===== src/hw/rtl/irclt_pkg.sv =====
`default_nettype none
// ----------------------------------------------------------------------------
// irclt_pkg - shared types and constants of the IRC line tokenizer
// Word formats, line state, phase/class/role/command codes, keyword table and
// small per-byte helper functions.
// ----------------------------------------------------------------------------
package irclt_pkg;

    localparam int ID_W    = 32;   // width of the id accumulator
    localparam int CONN_W  = 32;   // width of the reported id
    localparam int CMD_W   = 56;   // first seven command bytes
    localparam int CLEN_W  = 4;
    localparam int NUM_W   = 10;
    localparam int PARAM_W = 4;
    localparam int KW_COUNT = 10;

    localparam logic [PARAM_W-1:0] MAX_PARAMS = 4'd15;

    // line phases
    localparam logic [2:0] PH_START      = 3'd0;
    localparam logic [2:0] PH_CID_S      = 3'd1;
    localparam logic [2:0] PH_CID_DIGITS = 3'd2;
    localparam logic [2:0] PH_CID_SPACE  = 3'd3;
    localparam logic [2:0] PH_PREFIX     = 3'd4;
    localparam logic [2:0] PH_COMMAND    = 3'd5;
    localparam logic [2:0] PH_PARAMS     = 3'd6;
    localparam logic [2:0] PH_TEXT       = 3'd7;

    // byte classes
    localparam logic [2:0] CLS_NONE   = 3'd0;
    localparam logic [2:0] CLS_PREFIX = 3'd1;
    localparam logic [2:0] CLS_CMD    = 3'd2;
    localparam logic [2:0] CLS_PARAM  = 3'd3;
    localparam logic [2:0] CLS_TEXT   = 3'd4;

    // roles of a closed segment
    localparam logic [2:0] ROLE_NONE  = 3'd0;
    localparam logic [2:0] ROLE_NICK  = 3'd1;
    localparam logic [2:0] ROLE_REAL  = 3'd2;
    localparam logic [2:0] ROLE_HOST  = 3'd3;
    localparam logic [2:0] ROLE_CMD   = 3'd4;
    localparam logic [2:0] ROLE_PARAM = 3'd5;
    localparam logic [2:0] ROLE_TEXT  = 3'd6;

    // command types; keywords follow CT_JOIN in table order
    localparam logic [3:0] CT_UNKNOWN = 4'd0;
    localparam logic [3:0] CT_NUMERIC = 4'd1;
    localparam logic [3:0] CT_JOIN    = 4'd2;

    // characters
    localparam logic [7:0] CH_S     = 8'h53;
    localparam logic [7:0] CH_COLON = 8'h3A;
    localparam logic [7:0] CH_BANG  = 8'h21;
    localparam logic [7:0] CH_AT    = 8'h40;
    localparam logic [7:0] CH_SPACE = 8'h20;

    // keywords, first character in the low byte, zero padded
    localparam logic [CMD_W-1:0] KW_TEXT [KW_COUNT] = '{
        56'h0000004E494F4A,   // JOIN
        56'h0000004B43494B,   // KICK
        56'h00000045444F4D,   // MODE
        56'h0000004B43494E,   // NICK
        56'h00454349544F4E,   // NOTICE
        56'h00000054524150,   // PART
        56'h000000474E4950,   // PING
        56'h47534D56495250,   // PRIVMSG
        56'h00000054495551,   // QUIT
        56'h00004349504F54    // TOPIC
    };
    localparam logic [CLEN_W-1:0] KW_LEN [KW_COUNT] = '{
        4'd4, 4'd4, 4'd4, 4'd4, 4'd6, 4'd4, 4'd4, 4'd7, 4'd4, 4'd5
    };

    typedef struct packed {
        logic [7:0] line_byte;
        logic       line_end;
    } line_word_t;

    typedef struct packed {
        logic [7:0]         out_byte;
        logic [2:0]         byte_class;
        logic               segment_end;
        logic [2:0]         segment_role;
        logic [PARAM_W-1:0] param_index;
        logic               line_done;
        logic [3:0]         command_type;
        logic [NUM_W-1:0]   numeric_code;
        logic [CONN_W-1:0]  conn_id;
        logic [PARAM_W-1:0] param_count;
        logic               param_overflow;
    } tag_word_t;

    typedef struct packed {
        logic [2:0]         phase;
        logic [ID_W-1:0]    id_accum;
        logic [CMD_W-1:0]   cmd_bytes;
        logic [CLEN_W-1:0]  cmd_len;
        logic [NUM_W-1:0]   num_accum;
        logic [1:0]         digit_count;
        logic [PARAM_W-1:0] params_kept;
        logic               at_param_start;
        logic               overflowed;
    } line_state_t;

    localparam line_state_t LINE_CLEAR = '{
        phase:          PH_START,
        id_accum:       '0,
        cmd_bytes:      '0,
        cmd_len:        '0,
        num_accum:      '0,
        digit_count:    '0,
        params_kept:    '0,
        at_param_start: 1'b1,
        overflowed:     1'b0
    };

    function automatic logic is_digit(input logic [7:0] b);
        return (b >= 8'h30) && (b <= 8'h39);
    endfunction

    function automatic logic is_ws(input logic [7:0] b);
        return (b == CH_SPACE) || ((b >= 8'd9) && (b <= 8'd13));
    endfunction

    // id * 10 + digit, saturating at all ones
    function automatic logic [ID_W-1:0] id_step(input logic [ID_W-1:0] id,
                                                input logic [3:0] d);
        logic [ID_W+3:0] w;
        w = ({4'b0, id} << 3) + ({4'b0, id} << 1) + (ID_W+4)'(d);
        if (w[ID_W+3:ID_W] != 4'd0)
            return '1;
        else
            return w[ID_W-1:0];
    endfunction

    // append one command byte, tracking the leading numeric digits
    function automatic line_state_t store_cmd(input line_state_t s, input logic [7:0] b);
        line_state_t     r;
        logic [NUM_W+3:0] t;
        r = s;
        if (({2'b0, s.digit_count} == s.cmd_len) && (s.digit_count != 2'd3)
            && is_digit(b))
        begin
            t = ({4'b0, s.num_accum} << 3) + ({4'b0, s.num_accum} << 1)
                + (NUM_W+4)'(b[3:0]);
            r.num_accum   = t[NUM_W-1:0];
            r.digit_count = s.digit_count + 2'd1;
        end
        if (s.cmd_len < 4'd7)
            r.cmd_bytes = s.cmd_bytes | ({{(CMD_W-8){1'b0}}, b} << {s.cmd_len[2:0], 3'b000});
        if (s.cmd_len != 4'd15)
            r.cmd_len = s.cmd_len + 4'd1;
        return r;
    endfunction

endpackage
`default_nettype wire


===== src/hw/rtl/irclt_kind.sv =====
`default_nettype none
// ----------------------------------------------------------------------------
// irclt_kind - command classifier
// Maps the stored command bytes and length to unknown, numeric or one of the
// ten keywords.
// ----------------------------------------------------------------------------
module irclt_kind (
    input  wire logic [irclt_pkg::CMD_W-1:0]  cmd_bytes,
    input  wire logic [irclt_pkg::CLEN_W-1:0] cmd_len,
    output logic [3:0]                        command_type
);
    import irclt_pkg::*;

    logic [3:0] kw_type;

    // keywords are distinct, so at most one compare hits
    always_comb
    begin
        kw_type = CT_UNKNOWN;
        for (int k = 0; k < KW_COUNT; k++)
        begin
            if ((cmd_len == KW_LEN[k]) && (cmd_bytes == KW_TEXT[k]))
                kw_type = CT_JOIN + 4'(k);
        end
    end

    always_comb
    begin
        priority if (cmd_len == '0)
            command_type = CT_UNKNOWN;
        else if (is_digit(cmd_bytes[7:0]))
            command_type = CT_NUMERIC;
        else
            command_type = kw_type;
    end

endmodule
`default_nettype wire


===== src/hw/rtl/irclt_step.sv =====
`default_nettype none
// ----------------------------------------------------------------------------
// irclt_step - per-byte tokenizer step
// From the current line state and one input word, forms the tagged result
// word and the line state that follows.
// ----------------------------------------------------------------------------
module irclt_step (
    input  wire irclt_pkg::line_state_t cur_state,
    input  wire irclt_pkg::line_word_t  din,
    output irclt_pkg::line_state_t      next_state,
    output irclt_pkg::tag_word_t        dout
);
    import irclt_pkg::*;

    line_state_t        s_upd;
    line_state_t        s_fin;
    logic [2:0]         cls;
    logic               seg;
    logic [2:0]         role;
    logic [PARAM_W-1:0] pidx;
    logic               seg_fin;
    logic [2:0]         role_fin;
    logic [PARAM_W-1:0] pidx_fin;
    logic [3:0]         kind;
    logic [7:0]         b;
    logic               do_begin;
    logic               do_cmd;

    assign b = din.line_byte;

    always_comb
    begin
        s_upd    = cur_state;
        cls      = CLS_NONE;
        seg      = 1'b0;
        role     = ROLE_NONE;
        pidx     = '0;
        do_begin = 1'b0;
        do_cmd   = 1'b0;

        unique case (cur_state.phase)
            PH_START:
            begin
                if (b == CH_S)
                    s_upd.phase = PH_CID_S;
                else
                    do_begin = 1'b1;
            end
            PH_CID_S:
            begin
                if (is_digit(b))
                begin
                    s_upd.id_accum = id_step(cur_state.id_accum, b[3:0]);
                    s_upd.phase    = PH_CID_DIGITS;
                end
                else
                begin
                    // no id after all: the S opens the command
                    s_upd       = store_cmd(cur_state, CH_S);
                    s_upd.phase = PH_COMMAND;
                    do_cmd      = 1'b1;
                end
            end
            PH_CID_DIGITS:
            begin
                priority if (is_digit(b))
                    s_upd.id_accum = id_step(cur_state.id_accum, b[3:0]);
                else if (is_ws(b))
                    s_upd.phase = PH_CID_SPACE;
                else
                    do_begin = 1'b1;
            end
            PH_CID_SPACE:
            begin
                if (!is_ws(b))
                    do_begin = 1'b1;
            end
            PH_PREFIX:
            begin
                priority if (b == CH_BANG)
                begin
                    seg  = 1'b1;
                    role = ROLE_NICK;
                end
                else if (b == CH_AT)
                begin
                    seg  = 1'b1;
                    role = ROLE_REAL;
                end
                else if (b == CH_SPACE)
                begin
                    seg         = 1'b1;
                    role        = ROLE_HOST;
                    s_upd.phase = PH_COMMAND;
                end
                else
                    cls = CLS_PREFIX;
            end
            PH_COMMAND:
                do_cmd = 1'b1;
            PH_PARAMS:
            begin
                priority if (cur_state.overflowed)
                    cls = CLS_NONE;
                else if (cur_state.at_param_start && (b == CH_COLON))
                    s_upd.phase = PH_TEXT;
                else if (cur_state.at_param_start && (cur_state.params_kept >= MAX_PARAMS))
                    s_upd.overflowed = 1'b1;
                else if (b == CH_SPACE)
                begin
                    seg                  = 1'b1;
                    role                 = ROLE_PARAM;
                    pidx                 = cur_state.params_kept;
                    s_upd.params_kept    = cur_state.params_kept + 4'd1;
                    s_upd.at_param_start = 1'b1;
                end
                else
                begin
                    cls                  = CLS_PARAM;
                    pidx                 = cur_state.params_kept;
                    s_upd.at_param_start = 1'b0;
                end
            end
            default:
                cls = CLS_TEXT;
        endcase

        if (do_begin)
        begin
            if (b == CH_COLON)
                s_upd.phase = PH_PREFIX;
            else
            begin
                s_upd.phase = PH_COMMAND;
                do_cmd      = 1'b1;
            end
        end

        if (do_cmd)
        begin
            if (b == CH_SPACE)
            begin
                seg                  = 1'b1;
                role                 = ROLE_CMD;
                s_upd.phase          = PH_PARAMS;
                s_upd.at_param_start = 1'b1;
            end
            else
            begin
                cls   = CLS_CMD;
                s_upd = store_cmd(s_upd, b);
            end
        end
    end

    irclt_kind u_kind (
        .cmd_bytes    (s_upd.cmd_bytes),
        .cmd_len      (s_upd.cmd_len),
        .command_type (kind)
    );

    // line end closes an open command, parameter or trailing text segment
    always_comb
    begin
        s_fin    = s_upd;
        seg_fin  = seg;
        role_fin = role;
        pidx_fin = pidx;
        if (din.line_end)
        begin
            priority if ((s_upd.phase == PH_COMMAND) && !seg)
            begin
                seg_fin  = 1'b1;
                role_fin = ROLE_CMD;
            end
            else if ((s_upd.phase == PH_PARAMS) && !s_upd.overflowed
                     && !s_upd.at_param_start)
            begin
                seg_fin           = 1'b1;
                role_fin          = ROLE_PARAM;
                pidx_fin          = s_upd.params_kept;
                s_fin.params_kept = s_upd.params_kept + 4'd1;
            end
            else if (s_upd.phase == PH_TEXT)
            begin
                seg_fin  = 1'b1;
                role_fin = ROLE_TEXT;
            end
            else
            begin
            end
        end
    end

    always_comb
    begin
        dout                = '0;
        dout.out_byte       = b;
        dout.byte_class     = cls;
        dout.segment_end    = seg_fin;
        dout.segment_role   = role_fin;
        dout.param_index    = pidx_fin;
        if (din.line_end)
        begin
            dout.line_done      = 1'b1;
            dout.command_type   = kind;
            dout.numeric_code   = (kind == CT_NUMERIC) ? s_upd.num_accum : '0;
            dout.conn_id        = CONN_W'(s_upd.id_accum);
            dout.param_count    = s_fin.params_kept;
            dout.param_overflow = s_upd.overflowed;
        end
        next_state = din.line_end ? LINE_CLEAR : s_fin;
    end

endmodule
`default_nettype wire


===== src/hw/rtl/irc_line_tokenizer_core.sv =====
`default_nettype none
// ----------------------------------------------------------------------------
// irc_line_tokenizer_core - IRC message line tokenizer
// Tags each byte of a message line and reports command, id and parameter
// summary on the last byte.
// ----------------------------------------------------------------------------
// Usage:
//   Input channel line_valid/line_stall/line_data carries one line byte per
//   word with a last-byte mark. Output channel tag_valid/tag_stall/tag_data
//   returns exactly one tagged word per input word, in order.
//   A word accepted is held in the input register, passed through a single
//   combinational step that also updates the line state, and held in the
//   result register that drives tag_data. Throughput: one word per cycle
//   while tag_stall does not hold a waiting result.
//   The summary fields are valid only on the word with line_done set; the
//   line state then returns to line start.
//   Reset empties both registers and puts the line state at line start.
//   While tag_stall holds a waiting result, the result stays put; the input
//   register still takes one more word, and line_stall rises only when both
//   registers are full.
// ----------------------------------------------------------------------------
module irc_line_tokenizer_core (
    input  wire logic                 clk,
    input  wire logic                 rst_n,
    input  wire logic                 line_valid,
    output logic                      line_stall,
    input  wire irclt_pkg::line_word_t line_data,
    output logic                      tag_valid,
    input  wire logic                 tag_stall,
    output irclt_pkg::tag_word_t      tag_data
);
    import irclt_pkg::*;

    logic        s1_valid_reg;
    logic        s1_valid_next;
    line_word_t  s1_data_reg;
    line_word_t  s1_data_next;
    logic        out_valid_reg;
    logic        out_valid_next;
    tag_word_t   out_data_reg;
    tag_word_t   out_data_next;
    line_state_t state_reg;
    line_state_t state_next;
    line_state_t step_state;
    tag_word_t   step_result;
    logic        advance;

    irclt_step u_step (
        .cur_state  (state_reg),
        .din        (s1_data_reg),
        .next_state (step_state),
        .dout       (step_result)
    );

    assign advance    = s1_valid_reg && (!out_valid_reg || !tag_stall);
    assign line_stall = s1_valid_reg && out_valid_reg && tag_stall;
    assign tag_valid  = out_valid_reg;
    assign tag_data   = out_data_reg;

    always_comb
    begin
        s1_valid_next = s1_valid_reg;
        s1_data_next  = s1_data_reg;
        if (!line_stall)
        begin
            s1_valid_next = line_valid;
            s1_data_next  = line_data;
        end

        out_valid_next = out_valid_reg && tag_stall;
        out_data_next  = out_data_reg;
        state_next     = state_reg;
        if (advance)
        begin
            out_valid_next = 1'b1;
            out_data_next  = step_result;
            state_next     = step_state;
        end
    end

    always_ff @(posedge clk or negedge rst_n)
    begin
        if (!rst_n)
        begin
            s1_valid_reg  <= 1'b0;
            out_valid_reg <= 1'b0;
            state_reg     <= LINE_CLEAR;
        end
        else
        begin
            s1_valid_reg  <= s1_valid_next;
            out_valid_reg <= out_valid_next;
            state_reg     <= state_next;
        end
    end

    always_ff @(posedge clk)
    begin
        s1_data_reg  <= s1_data_next;
        out_data_reg <= out_data_next;
    end

`ifndef NO_ASSERTIONS
    // last byte of a line leaves the state at line start
    a_line_clear: assert property (@(posedge clk) disable iff (!rst_n)
        advance && s1_data_reg.line_end |=>
            (state_reg.phase == PH_START) && (state_reg.params_kept == '0))
        else $error("line state not cleared after line end");

    // overflow is only reached with the parameter count at its limit
    a_ovf_count: assert property (@(posedge clk) disable iff (!rst_n)
        state_reg.overflowed |-> (state_reg.params_kept == MAX_PARAMS))
        else $error("overflow flag without full parameter count");

    // a processed word always lands in the result register
    a_advance_out: assert property (@(posedge clk) disable iff (!rst_n)
        advance |=> tag_valid)
        else $error("processed word lost");

    // summary fields stay zero off the line end
    a_summary_zero: assert property (@(posedge clk) disable iff (!rst_n)
        tag_valid && !tag_data.line_done |->
            (tag_data.command_type == CT_UNKNOWN) && (tag_data.param_count == '0)
            && !tag_data.param_overflow)
        else $error("summary fields set before line end");
`endif

endmodule
`default_nettype wire


===== config.mk =====
export PLATFORM = sky130hd
export DESIGN_NAME = irc_line_tokenizer_core
export DESIGN_NICKNAME = d
export VERILOG_FILES = /design/src/hw/rtl/irclt_pkg.sv /design/src/hw/rtl/irclt_kind.sv /design/src/hw/rtl/irclt_step.sv /design/src/hw/rtl/irc_line_tokenizer_core.sv
export SDC_FILE = /design/constraint.sdc
export NUM_CORES = 1
export LEC_CHECK = 0
export BUFFER_PORTS_ARGS = -buffer_cell sky130_fd_sc_hd__buf_2
export CORE_MARGIN = 2
export CORE_UTILIZATION = 45
export DETAILED_ROUTE_END_ITERATION = 16
export PLACE_DENSITY = 0.65
export SLEW_MARGIN = 20
export SYNTH_ARGS = -nofsm -noshare
export SYNTH_HDL_FRONTEND = slang
export SYNTH_HIERARCHICAL = 1
export SYNTH_SLANG_ARGS = --single-unit

===== constraint.sdc =====
create_clock -name clk -period 5.5 [get_ports clk]
set_input_delay 1.65 -clock clk [delete_from_list [all_inputs] [get_ports clk]]
set_output_delay 1.65 -clock clk [all_outputs]
set_load 0.02 [all_outputs]

* Yosys cells after proc, flatten, opt, wreduce, memory -nomap -nowiden *
Cells that the tools add are included.

storage, ports and cells
  register bits = 195
  bits in latches = 0
  memory bits (writable) = 0
  memory bits (read-only) = 0
  output and inout bits = 73
  memories = 0

cells by class
  add/sub/neg operators = 9
  $mul = 0
  div/mod/pow operators = 0
  magnitude comparators = 9
  eq/ne operators = 33
  shifts and indexed selects = 2
  muxes and demuxes = 103
  bitwise operators = 2
  reductions and logical operators = 36

operators with widths
  kind                    number
  $eq A56 B31 Y1 const B  7
  $mux W113               2
  $mux W56                2
  $or A56 B56 Y56         2
  $mux W4                 24
  $mux W3                 29
  $mux W78                1
  $mux W76                1
  $mux W72                1
  $mux W32                2
  $pmux W32 S2            1
  $eq A56 B39 Y1 const B  1
  $eq A56 B47 Y1 const B  1
  $eq A56 B55 Y1 const B  1
  $shl A7 B6 Y56 const A  1
  $shl A8 B6 Y56          1
  $mux W52                1
  $add A35 B33 Y36        1
  $add A36 B4 Y36         1
  $mux W35                1
  $eq A8 B6 Y1 const B    3
  $logic_and A1 B1 Y1     24
  $mux W1                 23
  $eq A3 B3 Y1 const B    6
  36 further kinds        57

* Longest topological paths before layout *
  depth in word-level cells = 28
  depth in mapped cells = 19

* Hierarchy *
Netlist, hierarchy kept.

modules (own cells, without submodules)
  module                   instances  cells an instance  area each (um^2)
  irc_line_tokenizer_core  1          325                6691.4
  irclt_step               1          856                5804.3
  irclt_kind               1          99                 734.5

* Worst setup path after synthesis *
No wires, ideal clock.

  kind = reg-to-reg
  from = register s1_data_reg[8] (netlist name)
  to = register out_data_reg, in the netlist tag_data[37], data pin
  library setup time = 0.263 ns
  data arrival time = 4.556 ns
  setup slack = 0.682 ns
  cell stages (with the launch flop) = 17
  path buffers = 0
  clock period less this slack = 4.818 ns
  path through = edfxtp_1 -> or3b_1 -> o31ai_4 -> o21bai_1 -> mux2_2 -> ha_1 -> or4_1 -> nor2_2 -> a211o_1 -> nor3b_1 -> nand4_1 -> or4_4 -> o41ai_2 -> nand4b_1 -> nor3_1 -> nand2_1 -> nor2_1

RTL lines
  what                    line                            RTL
  start, declared         irc_line_tokenizer_core.sv:36   line_word_t s1_data_reg;
  start signal, assigned  irc_line_tokenizer_core.sv:99   s1_data_reg <= s1_data_next;
  end signal, assigned    irc_line_tokenizer_core.sv:100  out_data_reg <= out_data_next;
  end, declared           irc_line_tokenizer_core.sv:40   tag_word_t out_data_reg;

==> impl_results.md <==
* Status: finished, final reports clean
* GR Util met2 at 0.338
* Die height at 175 um
* Switching Share at 0.337
* R2R setup slack at 0.29 ns
* Gr usage total at 0.214
* Met3 GRT Util at 0.0374
* Largest family of logic cells by synthesized area: simple AND/OR/NAND/NOR gates
* Clk Latency, worst-skew pair at 0.44 ns
* Core Area at 28,900 um^2
* Post-synth top area cell: dfrtp_1
* Final hold vios at 0
* Crit end category: flop
* Final std cells w/o fill at 1,745
* Worst path top cell family by delay: simple AND/OR/NAND/NOR gates
* Worst-Margin Slew at 0.979 ns
* Net Switching at 1.51 mW
* Area of the multi-input gates at 7460 um^2
* Final GP Congestion at 0.869
* Worst path slowest cell: or4_1
* Worst setup SP type: flop
* Hold Path Sink: tag_valid$_DFF_PN0_
* Nets at 1,451
* Synth async-reset ratio at 0.590
* CP required at 5.79 ns
* HP Start: s1_valid_reg$_DFFE_PN0N_
* Initial Util at 0.458
* Synthesized Nets at 1,383
* Synth Register Bits at 195
* Leak at 7.23 nW
* Top cells by area, synth: dfrtp_1 22%, edfxtp_1 18%, ha_1 8.1%
* I/O Buffers at 85
* RR Endpoint: tag_data[39]$_DFFE_PP_
* N_diodes at 0
* Maximum vdd drop at 0.199 mV
* Drt total wl at 32,300 um
* CTS Root Cell: clkbuf_16
* WHS Path Cells at 1
* Synth Instances at 1,280
* Power share of the combinational group at 0.323
* Reg2Reg Depth at 18
* Pre-CTS worst setup slack at 0.189 ns
* Vias in the first global route at 9,993
* Post-Synth Adder-Cell Area at 0.0874
* Clock Sinks at 195
* Clock skew at 0.0102 ns
* Largest net degree at the start of global routing at 159
* CTS HTree Levels at 4
* DP HPWL at 22,700 um
* Top-area cell type share of the netlist area at 0.216
* Final ANT Viol Nets at 0
* EDFF count, synth at 80
* Post-synthesis mux area share at 0.109
* Setup ws final at 0.288 ns
* Congestion Overflow GR at 0
* Compound-gate portion of the synthesized area at 0.160
* R2R Path Start: s1_data_reg[8]$_DFFE_PN_
* Initial DRC count at 771
* Die footprint at 30,800 um^2
* First-pass GRT wire length at 53,200 um
* Num CTS Buffers at 17
* Die Wd at 175 um
* Met1 Track Usage GR at 0.305
* Clock share of power at 0.285
* CTS tree: done
* Max-cap violations at 0
* Top FF cell, synth: dfrtp_1
* Max Fclk at 0.192 GHz
* Xor/xnor cell area share of the yosys netlist at 0.0331
* Seq/Total Area, Yosys at 0.399
* Worst slew margin at 0.338
* Share of layout cells above drive strength 1 at 0.184
* Part of the power in registers at 0.392
* Placed inst area at 14,100 um^2
* Crit share post-route at 0.948
* CP Max Fanout at 10
* Bufs and invs on worst path at 1
* Register area at 5280 um^2
* Drc violations at 0
* Final Critical Period at 5.21 ns
* Antenna violations before repair at 1
* Yosys warnings at 6
* Syn Area/Cell at 10.3 um^2
* Arrival @ worst endpoint at 5.50 ns
* Hold Path Class: flop to flop
* Final setup viols at 0
* Vias at 10.1k
* Synthesis-to-finish area growth at 11.5%
* Inst Count DP at 1,709
* Max reg flops at 113
* Crit-path cells: or3b_1, o31ai_4, o21bai_1, mux2_2, ha_1, or4_1, nor2_2, a211o_1, nor4b_1, nand4_1, nor4_1, nand3_1, and3b_1, a21oi_2, and2_1, nand2_1, buf_12, nor2_1
* RSZ-0062 raised after global routing: false
* Routed WL per cell at 18.5 um
* Critical path class: flop to flop
* I/O pin cnt at 86
* Post-synthesis simple-gate area fraction at 0.169
* Clk buf depth at 2
* Pins Over Slew Limit at 0
* Grt peak-use layer: met2
* Pre-antenna DRT Iters at 5
* Post-synthesis cell type count at 89
* Rows at 62
* Total Power at 4.48 mW
* Mapped Area at 13,200 um^2
* Layout fillers at 2,696
* PwrDens at 304 nW/um^2
* Setup TNS at 0 ns
* Clock transition at path regs at 0.08 ns
* Hold buffers post-CTS at 0
* Pint at 2.97 mW
* Cell area after layout at 14,700 um^2
* Drt via density at 5.80
* Crit path largest cell delay at 0.55 ns
timing repair:
action / 4_1_cts / 5_1_grt
gates resized for setup: 0 / 7
setup endpoints to repair: 0 / 10
setup buffers: 0 / 4
layer usage:
layer	vias to the layer above	share of wire
li1	4875	-
met1	4984	0.48
met3	25	0.044
met2	236	0.46
met4	0	0.011
met5	-	0
cell families after synthesis:
logic type | after synthesis
buffers and inverters | 111
AND/OR/NAND/NOR | 390
flip-flops | 195
XOR/XNOR | 50
multiplexers | 130
AO/OA/AOI/OAI | 314
adder cells (fa/ha/maj) | 90
worst max-delay path by stage:
| stage | end | from | slack [ns] | cells past startpoint |
|---|---|---|---|---|
| 3_5_place_dp | tag_data[42]$_DFFE_PP_ | s1_data_reg[3]$_DFFE_PN_ | 0.19 | 18 |
| 3_3_place_gp | tag_data[45]$_DFFE_PP_ | s1_data_reg[7]$_DFFE_PN_ | 0.23 | 16 |
| 4_1_cts | tag_data[42]$_DFFE_PP_ | s1_data_reg[3]$_DFFE_PN_ | 0.18 | 18 |
| 6_report | tag_data[39]$_DFFE_PP_ | s1_data_reg[8]$_DFFE_PN_ | 0.29 | 18 |
| 5_1_grt | tag_data[38]$_DFFE_PP_ | s1_data_reg[8]$_DFFE_PN_ | 0.004 | 16 |
| 2_1_floorplan | tag_data[37]$_DFFE_PP_ | s1_data_reg[8]$_DFFE_PN_ | 0.68 | 16 |
cell usage after synthesis (4+ instances only):
cell type,number
o21bai_1,8
dfrtp_1,114
and3_1,12
nor3b_1,7
clkbuf_1,37
a211oi_1,40
nor2b_1,69
nor2_1,107
buf_2,17
o211ai_1,4
nand2_1,49
nor4_2,4
mux2_2,57
nor4b_1,6
o21ai_0,64
a31oi_1,4
nand3_1,21
edfxtp_1,80
ha_1,86
buf_4,13
a21oi_1,74
nand4_1,20
mux2_1,59
nand4b_1,5
nor3_1,12
inv_1,33
fa_1,4
mux2i_1,14
buf_6,9
xnor2_1,27
nand2b_1,10
or4_1,6
a21o_1,48
nor4_1,12
xor2_1,23
and2_1,14
a211o_1,33
placed cells by master (no fill, tap or decap), drive strengths merged, types with 33 or more instances in the layout:
cell type / count
a211o: 33
dfrtp: 114
a21oi: 75
buf: 126
edfxtp: 80
nor2: 109
nand2: 49
o21ai: 64
inv: 38
mux2: 116
a21o: 48
nor2b: 69
ha: 86
a211oi: 41
power by group through the flow:
stage | Sequential (mW) | Combinational [mW] | Clock (mW)
floorplan | 1.81 | 0.973 | 0
global placement | 1.78 | 1.38 | 0
detailed placement | 1.79 | 1.40 | 0
CTS | 1.76 | 1.40 | 1.31
global route | 1.77 | 1.57 | 1.37
finish | 1.76 | 1.45 | 1.28
layout make-up:
cell class,instances,share of cell area
multi-input cells,974,0.506
flip-flops and latches,195,0.358
repair buffers,126,0.0550
well taps,384,0.0326
clock buffers,18,0.0298
clock inverters,14,0.0104
inverters,34,0.00865
through the flow:
step           hold slack, ns  utilization
2_1_floorplan           0.443            -
4_1_cts                 0.494        0.509
5_1_grt                 0.511        0.511
6_report                0.485        0.511
3_5_place_dp            0.480        0.488
3_3_place_gp            0.469        0.488
Note: power is estimated with default switching activity, not from simulation.
